===== config.mk =====
export PLATFORM = sky130hd
export DESIGN_NAME = pbid_delay_line
export DESIGN_NICKNAME = d
export VERILOG_FILES = /design/src/sv/pbid_pkg.sv /design/src/sv/pbid_delay_line.sv
export SDC_FILE = /design/constraint.sdc
export NUM_CORES = 1
export LEC_CHECK = 0
export BUFFER_PORTS_ARGS = -buffer_cell sky130_fd_sc_hd__buf_2
export CORE_AREA = 2 2 49 46
export CTS_BUF_LIST = sky130_fd_sc_hd__clkbuf_4 sky130_fd_sc_hd__clkbuf_8
export DETAILED_ROUTE_END_ITERATION = 8
export DIE_AREA = 0 0 51 48
export PLACE_DENSITY = 0.59
export SLEW_MARGIN = 20
export SYNTH_ARGS = -nofsm -noshare
export SYNTH_HDL_FRONTEND = slang
export SYNTH_SLANG_ARGS = --single-unit

===== constraint.sdc =====
create_clock -name clock -period 0.8 [get_ports clock]
set_input_delay 0.04 -clock clock [delete_from_list [all_inputs] [get_ports clock]]
set_output_delay 0.04 -clock clock [all_outputs]
set_load 0.1 [all_outputs]

===== src/sv/pbid_pkg.sv =====
// ----------------------------------------------------------------------------
// pbid_pkg
// Shared types, constants and helper functions for the product basis index
// decoder: register codes, rotor block sizes and the rotor sub-index split.
// ----------------------------------------------------------------------------
`default_nettype none

package pbid_pkg;

   // Configuration register codes
   typedef enum logic [1:0] {
      CSR_MODE3_COUNT     = 2'd0,
      CSR_MODE5_COUNT     = 2'd1,
      CSR_FIRST_ROT_JMAX  = 2'd2,
      CSR_SECOND_ROT_JMAX = 2'd3
   } csr_index_type;

   localparam int CSR_INDEX_W = 2;
   localparam int CSR_DATA_W  = 11;   // widest register
   localparam int CFG_CNT_W   = 11;   // mode count register width
   localparam int JMAX_W      = 3;    // rotor jmax register width
   localparam int MAX_J       = 7;    // largest rotor j
   localparam int J_W         = 3;    // rotor j output width
   localparam int M_W         = 4;    // rotor m output width, signed
   localparam int ROT_SUB_W   = 6;    // one rotor sub-index, below 64
   localparam int BLOCK_W     = 7;    // one rotor block size, up to 64
   localparam int ROT_PROD_W  = 13;   // product of both block sizes, up to 4096
   localparam int ROT_IDX_W   = 12;   // combined rotor index, below 4096

   typedef struct packed {
      logic [J_W-1:0]        j;
      logic signed [M_W-1:0] m;
   } rotor_qn_type;

   // (jmax + 1)^2
   function automatic logic [BLOCK_W-1:0] block_size(input logic [JMAX_W-1:0] jmax);
      logic [3:0] n;
      logic [7:0] sq;
      n  = {1'b0, jmax} + 4'd1;
      sq = {4'b0, n} * {4'b0, n};
      return sq[BLOCK_W-1:0];
   endfunction

   // j = floor(sqrt(r)) capped at MAX_J, m = r - j*j - j
   function automatic rotor_qn_type split_rotor(input logic [ROT_SUB_W-1:0] r);
      rotor_qn_type qn;
      int           jv;
      int           mv;
      jv = 0;
      for (int k = 1; k <= MAX_J; k++) begin
         if (k * k <= int'(r)) begin
            jv = k;
         end
      end
      mv   = int'(r) - jv * jv - jv;
      qn.j = J_W'(jv);
      qn.m = M_W'(mv);
      return qn;
   endfunction

endpackage

`default_nettype wire


===== src/sv/pbid_delay_line.sv =====
// ----------------------------------------------------------------------------
// pbid_delay_line
// Fixed-depth register delay that keeps side data aligned with the divider
// pipes.
// ----------------------------------------------------------------------------
`default_nettype none

module pbid_delay_line
   import pbid_pkg::*;
#(
   parameter int WIDTH = 8,
   parameter int DEPTH = 4
) (
   input  logic             clock,
   input  logic [WIDTH-1:0] in_data,
   output logic [WIDTH-1:0] out_data
);

   logic [WIDTH-1:0] tap_ff [DEPTH];

   // Shift line
   always_ff @(posedge clock) begin
      tap_ff[0] <= in_data;
      for (int s = 1; s < DEPTH; s++) begin
         tap_ff[s] <= tap_ff[s-1];
      end
   end

   assign out_data = tap_ff[DEPTH-1];

endmodule

`default_nettype wire


==> qor.yml <==
logic_synthesis:
  yosys_warnings: 0
  synth_area_leaders: "dfxtp_1"
  yosysSeqAreaShare_pct: 100.0
  synth_top_area_share_pct: 100.0
  netlist_area_sq_um: 640.6
  synthDistinctLibCells: 1
  ys_ff_latch: 32
  syn_nets: 41
  synth_top_area_cell: "dfxtp_1"
  synth.avg_cell_area_sq_um: 20.02
  netlist_instances: 32
die:
  die-area_sq_um: 2448
  die_h_um: 48
  die_w_um: 51
  core_sq_um: 1896
  initial_core_util_pct: 33.80
  rows: 15
  io_pins: 17
routing:
  drt-pass1-iter-count: 2
  post_drt_wl_per_cell_um: 7.080
  drc: 0
  wl_um: 623
  via_per_inst: 3.432
  dr_total_vias: 302
  drt-initial-drc-count: 4
  ant_nets: 0
timing:
  period_share_pct: 107.1
  clock.fmax_mhz: 1168
  tns_ns: -0.4362
  final.setup.worst_slack_ns: -0.05651
  setup_viol: 8
  fin_skew_ns: 0.003060
  rsz0062_at_grt: "yes"
  slew_headroom_pct: 94.26
  tightest_slew_ns: 0.08616
  fin_crit_ns: 0.8565
  fin_hold_ws_ns: 0.3296
  maxSlewViolCount: 0
  final_hold_viol_count: 0
setup_path:
  cp.arrival_ns: 0.82
  critPathLaunchType: "register"
  required_ns: 0.76
  path_buf_inv: 1
  critPathCaptureType: "primary output"
  max_stage_delay_ns: 0.35
  cp_top_family: "flip-flops"
  critPathMaxFanout: 1
  worst-r2r-setup-slack_ns: 0.39
  slowest_stage: "dfxtp_2"
  crit_chain: "buf_12"
  crit_type: "reg -> out"
clocking:
  cts_tree: "done"
  cts-root-buf: "clkbuf_4"
  post_cts_resize_count: 0
  clkSinkCount: 32
  clk_pin_slew_ns: 0.08
  cts_setup_buffers: 0
  cts_buffers: 5
  htreeDepth: 2
  insertion_delay_ns: 0.30
  clockBufferDepth: 2
grt:
  track_usage_pct: 5.720
  antenna_found_initial: 0
  grt_pass1_wl_um: 834
  overflow: 0
  grt_max_degree: 10
  grt_pass1_vias: 224
power:
  finalPower_mw: 2.939
  power_density_nw_per_um2: 2861
  p_leak_nw: 0.4475
  peakVddDrop_uv: 1380
cells_and_area:
  regMostFlops: "tap_ff"
  drive_gt1_share_pct: 49.21
  multi_input_area_sq_um: 0
  final_common_cell: "dfxtp_1"
  largest_reg_flops: 32
  reg.largest.list: "tap_ff: 32 flops"
  fin_area_sq_um: 1027
  final_nets: 72
  layout_common_cells: "dfxtp_1, dlygate4sd3_1, buf_2, buf_12, dfxtp_2"
  comb.multi_input.count: 0
  fin_cells: 88
  diodes: 0
  fill_cells: 159
  area_delta_synth_final_pct: 60.35
  utilization_pct: 54.19
job:
  drv_cap: 0
worst_hold_path:
  hp-class: "reg -> reg"
placed_design:
  dp.cells: 73
  preCtsSetupSlack_ns: 0.2685
  place.gp.congestion: 0.5892
  io_buffers: 16
  place_area_sq_um: 882.1
outcome:
  violations: "negative setup slack"
  outcome: "complete, but fails checks"
cell usage after synthesis:
master   number
dfxtp_1      32
layer usage:
metal / vias to the layer above / global-route usage, % / part of all wire, %
met5: - / 0 / 0
met4: 0 / 8.108 / 0
met3: 0 / 5.000 / 16
met2: 21 / 7.792 / 45
met1: 122 / 4.288 / 39
li1: 159 / - / -
kinds of logic (layout without fill, tap and decap cells):
| kind of cell | count (synthesis) | count (layout) | share of synthesized area (%) |
|---|---|---|---|
| DFF | 32 | 32 | 100.0 |
| buffers and inverters | 0 | 31 | 0 |
repair_timing:
| action | CTS | global route |
|---|---|---|
| hold endpoints to repair | 8 | 0 |
| hold buffers | 8 | 0 |
| endpoints found under the setup margin | 8 | 8 |
path summary, 6_finish.rpt:
| path | cells past startpoint | to | startpoint |
|---|---|---|---|
| setup / recovery | 1 | out_data[7] | tap_ff[3][7] |
| setup reg to reg | 0 | tap_ff[2][2] | tap_ff[1][2] |
| hold reg to reg | 0 | tap_ff[2][1] | tap_ff[1][1] |
| hold / removal | 0 | tap_ff[2][1] | tap_ff[1][1] |
final cells by class:
cell class | count | area [sq um] | area share (%)
clock buffer | 7 | 65.06 | 6.334
sequential | 32 | 650.6 | 63.34
tap | 25 | 31.28 | 3.045
timing repair buffer | 24 | 280.3 | 27.28
report_power, final:
part	switching (mW)	total, mW	internal [mW]	leakage, nW
clock	0.442	0.939	0.498	0.0374
combinational	0.171	0.290	0.119	0.140
sequential	0.0281	1.71	1.68	0.270
Note: power is estimated with default switching activity, not from simulation.
