<file path="config.mk">
export PLATFORM = sky130hd
export DESIGN_NAME = pbid_div_pipe
export DESIGN_NICKNAME = d
export VERILOG_FILES = /design/src/sv/pbid_pkg.sv /design/src/sv/pbid_div_pipe.sv
export SDC_FILE = /design/constraint.sdc
export NUM_CORES = 2
export LEC_CHECK = 0
export BUFFER_PORTS_ARGS = -buffer_cell sky130_fd_sc_hd__buf_2
export CAP_MARGIN = 20
export CORE_ASPECT_RATIO = 1.4
export CORE_MARGIN = 2
export CORE_UTILIZATION = 45
export CTS_CLUSTER_SIZE = 16
export DETAILED_ROUTE_END_ITERATION = 12
export REMOVE_ABC_BUFFERS = 1
export SYNTH_ARGS = -nofsm -noshare
export SYNTH_HDL_FRONTEND = slang
export SYNTH_SLANG_ARGS = --single-unit
</file>
<file path="constraint.sdc">
create_clock -name clock -period 9.6 [get_ports clock]
set_input_delay 2.88 -clock clock [delete_from_list [all_inputs] [get_ports clock]]
set_output_delay 2.88 -clock clock [all_outputs]
set_load 0.01 [all_outputs]
</file>
<file path="src/sv/pbid_pkg.sv">
// ----------------------------------------------------------------------------
// pbid_pkg
// Shared types, constants and helper functions for the product basis index
// decoder: register codes, rotor block sizes and the rotor sub-index split.
// ----------------------------------------------------------------------------
`default_nettype none

package pbid_pkg;

   // Configuration register codes
   typedef enum logic [1:0] {
      CSR_MODE3_COUNT     = 2'd0,
      CSR_MODE5_COUNT     = 2'd1,
      CSR_FIRST_ROT_JMAX  = 2'd2,
      CSR_SECOND_ROT_JMAX = 2'd3
   } csr_index_type;

   localparam int CSR_INDEX_W = 2;
   localparam int CSR_DATA_W  = 11;   // widest register
   localparam int CFG_CNT_W   = 11;   // mode count register width
   localparam int JMAX_W      = 3;    // rotor jmax register width
   localparam int MAX_J       = 7;    // largest rotor j
   localparam int J_W         = 3;    // rotor j output width
   localparam int M_W         = 4;    // rotor m output width, signed
   localparam int ROT_SUB_W   = 6;    // one rotor sub-index, below 64
   localparam int BLOCK_W     = 7;    // one rotor block size, up to 64
   localparam int ROT_PROD_W  = 13;   // product of both block sizes, up to 4096
   localparam int ROT_IDX_W   = 12;   // combined rotor index, below 4096

   typedef struct packed {
      logic [J_W-1:0]        j;
      logic signed [M_W-1:0] m;
   } rotor_qn_type;

   // (jmax + 1)^2
   function automatic logic [BLOCK_W-1:0] block_size(input logic [JMAX_W-1:0] jmax);
      logic [3:0] n;
      logic [7:0] sq;
      n  = {1'b0, jmax} + 4'd1;
      sq = {4'b0, n} * {4'b0, n};
      return sq[BLOCK_W-1:0];
   endfunction

   // j = floor(sqrt(r)) capped at MAX_J, m = r - j*j - j
   function automatic rotor_qn_type split_rotor(input logic [ROT_SUB_W-1:0] r);
      rotor_qn_type qn;
      int           jv;
      int           mv;
      jv = 0;
      for (int k = 1; k <= MAX_J; k++) begin
         if (k * k <= int'(r)) begin
            jv = k;
         end
      end
      mv   = int'(r) - jv * jv - jv;
      qn.j = J_W'(jv);
      qn.m = M_W'(mv);
      return qn;
   endfunction

endpackage

`default_nettype wire

</file>
<file path="src/sv/pbid_div_pipe.sv">
// ----------------------------------------------------------------------------
// pbid_div_pipe
// Pipelined restoring divider: one quotient bit per register stage. The user
// must change the quasi-static divisor only while the pipe is empty; not enforced.
// ----------------------------------------------------------------------------
`default_nettype none

module pbid_div_pipe
   import pbid_pkg::*;
#(
   parameter int DVD_W = 24,
   parameter int DVS_W = 13
) (
   input  logic             clock,
   input  logic             reset,
   input  logic             in_valid,
   input  logic [DVD_W-1:0] in_dividend,
   input  logic [DVS_W-1:0] divisor,
   output logic             out_valid,
   output logic [DVD_W-1:0] out_quotient,
   output logic [DVS_W-1:0] out_remainder
);

   logic             valid_ff [DVD_W];
   logic [DVS_W-1:0] rem_ff   [DVD_W];
   logic [DVS_W-1:0] rem_in   [DVD_W];
   logic [DVD_W-1:0] work_ff  [DVD_W];
   logic [DVD_W-1:0] work_in  [DVD_W];

   logic [DVS_W-1:0] prev_rem;
   logic [DVD_W-1:0] prev_work;
   logic [DVS_W:0]   trial;
   logic             qbit;

   // Per stage: shift in next dividend bit, trial subtract, shift out quotient bit
   always_comb begin
      for (int s = 0; s < DVD_W; s++) begin
         if (s == 0) begin
            prev_rem  = '0;
            prev_work = in_dividend;
         end else begin
            prev_rem  = rem_ff[s-1];
            prev_work = work_ff[s-1];
         end
         trial = {prev_rem, prev_work[DVD_W-1]};
         if (trial >= {1'b0, divisor}) begin
            rem_in[s] = DVS_W'(trial - {1'b0, divisor});
            qbit      = 1'b1;
         end else begin
            rem_in[s] = trial[DVS_W-1:0];
            qbit      = 1'b0;
         end
         work_in[s] = {prev_work[DVD_W-2:0], qbit};
      end
   end

   // Valid bits travel with the data
   always_ff @(posedge clock) begin
      if (reset) begin
         for (int s = 0; s < DVD_W; s++) begin
            valid_ff[s] <= 1'b0;
         end
      end else begin
         valid_ff[0] <= in_valid;
         for (int s = 1; s < DVD_W; s++) begin
            valid_ff[s] <= valid_ff[s-1];
         end
      end
   end

   // Stage payload
   always_ff @(posedge clock) begin
      for (int s = 0; s < DVD_W; s++) begin
         rem_ff[s]  <= rem_in[s];
         work_ff[s] <= work_in[s];
      end
   end

   assign out_valid     = valid_ff[DVD_W-1];
   assign out_quotient  = work_ff[DVD_W-1];
   assign out_remainder = rem_ff[DVD_W-1];

endmodule

`default_nettype wire

</file>
==> results.md <==
* Chip width at 240 um
* Initial antenna violation count at 0
* Area Growth Syn to Fin at 12.1%
* Clock sink total at a little over 900
* Vias post-DR at 22,700
* DRC at 0
* Ys flop type: dfxtp_1
* DR iter-0 viols at slightly above 1,000
* Post-synthesis sequential area ratio at 51.9%
* Root buffer cell: clkbuf_16
* Area of the core at just under 0.08 mm2
* Top cell type's share of synthesized area at 51.9%
* Vias in the first global route at ~23,000
* WP data required at 10.12 ns
* I/O Buffers at 77
* GP Congestion at 0.871
* Headroom to the max-slew limit at 32.4%
* Pleak at 17.3 nW
* Share of cells above drive strength 1 at 12.4%
* CP Data Arrival Time at between 6 and 7 ns
* Gr usage total at about 18%
* Congestion Overflow GR at 0
* Worst setup SP type: input port
* Setup tns final at 0 ns
* Cts-stage hold buffer count at 0
* CTS buffer count at 86
* Post-synth top cells: 912 x dfxtp_1, 301 x ha_1, 255 x o21ai_0
* Net Sw Frac at 32.6%
* Internal Power at 8.82 mW
* Clock share of power at 25.9%
* Drt first pass iters at 5
* Max-slew violation count at 0
* Synth warnings at 0
* Clock Path Buffers at 3
* Setup Skew at 0.0126 ns
* Min Tclk post-route at 5.93 ns
* Setup Fix Bufs, Post-CTS at 0
* Resized Gates After CTS at 0
* Die height at 335 um
* CTS tree: built
* DR vias/cell at 5.10
* Power Dens Cells at roughly 330 mW/mm2
* I/O Pins at 78
* FF/Latch Area at about 0.018 mm2
* Dpl hpwl at 47,500 um
* Psw at 4.26 mW
* Finished Cell Area at 0.0394 mm2
* First-pass GRT wire length at 114,000 um
* Ant. Diodes at 0
* Status: finished, final reports clean
* Post-route setup slack at about 3.7 ns
* Multi-input logic area at 0.0159 mm2
* Max Fclk at 169 MHz
* Post-DP Area at 0.0365 mm2
* Hold Vio Cnt, Final at 0
* Initial Utilization at 45.3%
* Biggest area consumer among synthesized cells: dfxtp_1
* Syn_area_per_cell at between 10 and 15 um2
* H-Tree Depth at 3
* Clock latency on the worst-skew pair at 0.64 ns
* DRT Wirelength at 70,000 um
* Core Rows at 121
* Number of synthesized flops with an enable pin at 0
* Synthesized area at 0.0352 mm2
* Hold Crit Class: reg2reg
* Largest net degree at the start of global routing at 28
* Fin crit share at 61.8%
* RSZ-0062 raised after global routing: false
* Drt wl/cell at around 16 um
* Worst-path maximum fanout at 22
* Worst VDD drop at 0.195 mV
* Part of the power in combinational logic at approximately a third
* CP endpoint kind: flop
* FF+latch count, synth at about 910
* DIE AREA at 0.0805 mm2
* Dominant cells by area after synthesis: dfxtp_1 52%, ha_1 11%, mux2_2 4.1%
* Final-layout fill cell count at 6,948
* Antenna-violating nets left at 0
* DP Worst Slack at 2.83 ns
* CTS clk-pin slew, worst paths at 0.07 ns
* Top-count cell post-synth: dfxtp_1
* Finish-stage setup viols at 0
* Flop pwr share at 38.8%
* Final nets at roughly 3,700
* MaxCap Viol Count at 0
* Cell count after synthesis at 3,234
* Yosys cell types at between 70 and 80
* Actual slew at the worst max-slew pin at 1.01 ns
* WS Path Type: in2reg
* Asr flop ratio synth at 0%
routing by layer:
metal	GRT usage (%)	part of all wire (%)	routed length (um)	up-vias
li1	-	-	-	11500
met1	19.5	41	28400	10600
met2	32.7	51	35900	398
met3	2.91	3.5	2470	188
met4	8.72	4.6	3220	0
met5	0	0	0	-
final timing paths:
check / from / to / slack, ns / cells past startpoint
max: divisor[1] / rem_ff[2][8] / 3.67 / 11
min reg2reg: work_ff[1][22] / work_ff[1][47] / 0.32 / 0
max reg2reg: work_ff[1][191] / rem_ff[2][8] / 6.44 / 11
min: work_ff[1][22] / work_ff[1][47] / 0.32 / 0
layout by cell type (no fill, tap or decap), drive strengths merged, types with 8 or more instances in the layout:
| master | n |
|---|---|
| clkinvlp | 8 |
| fa | 23 |
| and2 | 39 |
| a21o | 89 |
| dfxtp | 912 |
| ha | 301 |
| xor2 | 95 |
| a221oi | 8 |
| nand2b | 30 |
| or2 | 9 |
| o31ai | 14 |
| nand4 | 33 |
| a21oi | 200 |
| nor2 | 144 |
| nand3 | 18 |
| buf | 103 |
| nor3 | 33 |
| mux2i | 29 |
| a21boi | 23 |
| o21ai | 267 |
| a31oi | 15 |
| o21bai | 23 |
| a211oi | 18 |
| clkinv | 15 |
| nor2b | 71 |
| a211o | 10 |
| inv | 130 |
| clkbuf | 119 |
| mux2 | 128 |
| nand2 | 219 |
| xnor2 | 129 |
| o21a | 38 |
| a2111oi | 9 |
| o31a | 14 |
| and3 | 8 |
registers in the layout, summed over array words and instances (netlist names):
name      count
rem_ff      312
work_ff     576
valid_ff     24
worst max-delay path: stages:
cell and delay [ns]:
buf_2 0.69, buf_4 0.39, fa_1 0.26, nor2b_1 0.06
o21ai_1 0.11, nand2_1 0.11, a311oi_2 0.41, a211oi_1 0.18
a2111oi_4 0.93, inv_2 0.11, mux2_2 0.31
area by class of cell:
| cell class | count | area share (%) |
|---|---|---|
| clock buffer | 119 | 6.23 |
| clock inverter | 34 | 1.02 |
| inverter | 125 | 1.19 |
| multi-input combinational | 2111 | 40.4 |
| sequential | 912 | 46.3 |
| tap | 1045 | 3.31 |
| timing repair buffer | 103 | 1.56 |
power by group through the flow:
stage	Sequential, mW	Combinational, mW	Clock [mW]
after floorplan	5.02	3.64	0
after global placement	5.16	4.45	0
after detailed placement	5.17	4.57	0
after CTS	5.09	4.60	3.51
after global routing	5.16	5.21	3.65
final	5.07	4.62	3.38
logic make-up after synthesis:
logic type / after synthesis / synth area share, %
xor+xnor: 224 / 5.58
mux: 157 / 4.92
flops: 912 / 51.9
compound gates: 772 / 14.1
fa+ha+maj: 324 / 12.0
simple gates: 634 / 8.73
buf+inv: 211 / 2.80
stage by stage:
| stage | hold WS (ns) | power [mW] | instances | util (%) |
|---|---|---|---|---|
| 3_5_place_dp | 0.312 | 9.73 | 4287 | 47.0 |
| 2_1_floorplan | 0.310 | 8.66 | 3148 | - |
| 5_1_grt | 0.324 | 14.0 | 4449 | 50.8 |
| 4_1_cts | 0.320 | 13.2 | 4440 | 50.7 |
| 3_3_place_gp | 0.310 | 9.62 | 4287 | 47.0 |
| 6_report | 0.320 | 13.1 | 4449 | 50.8 |
Power figures use the tool's default switching activity.
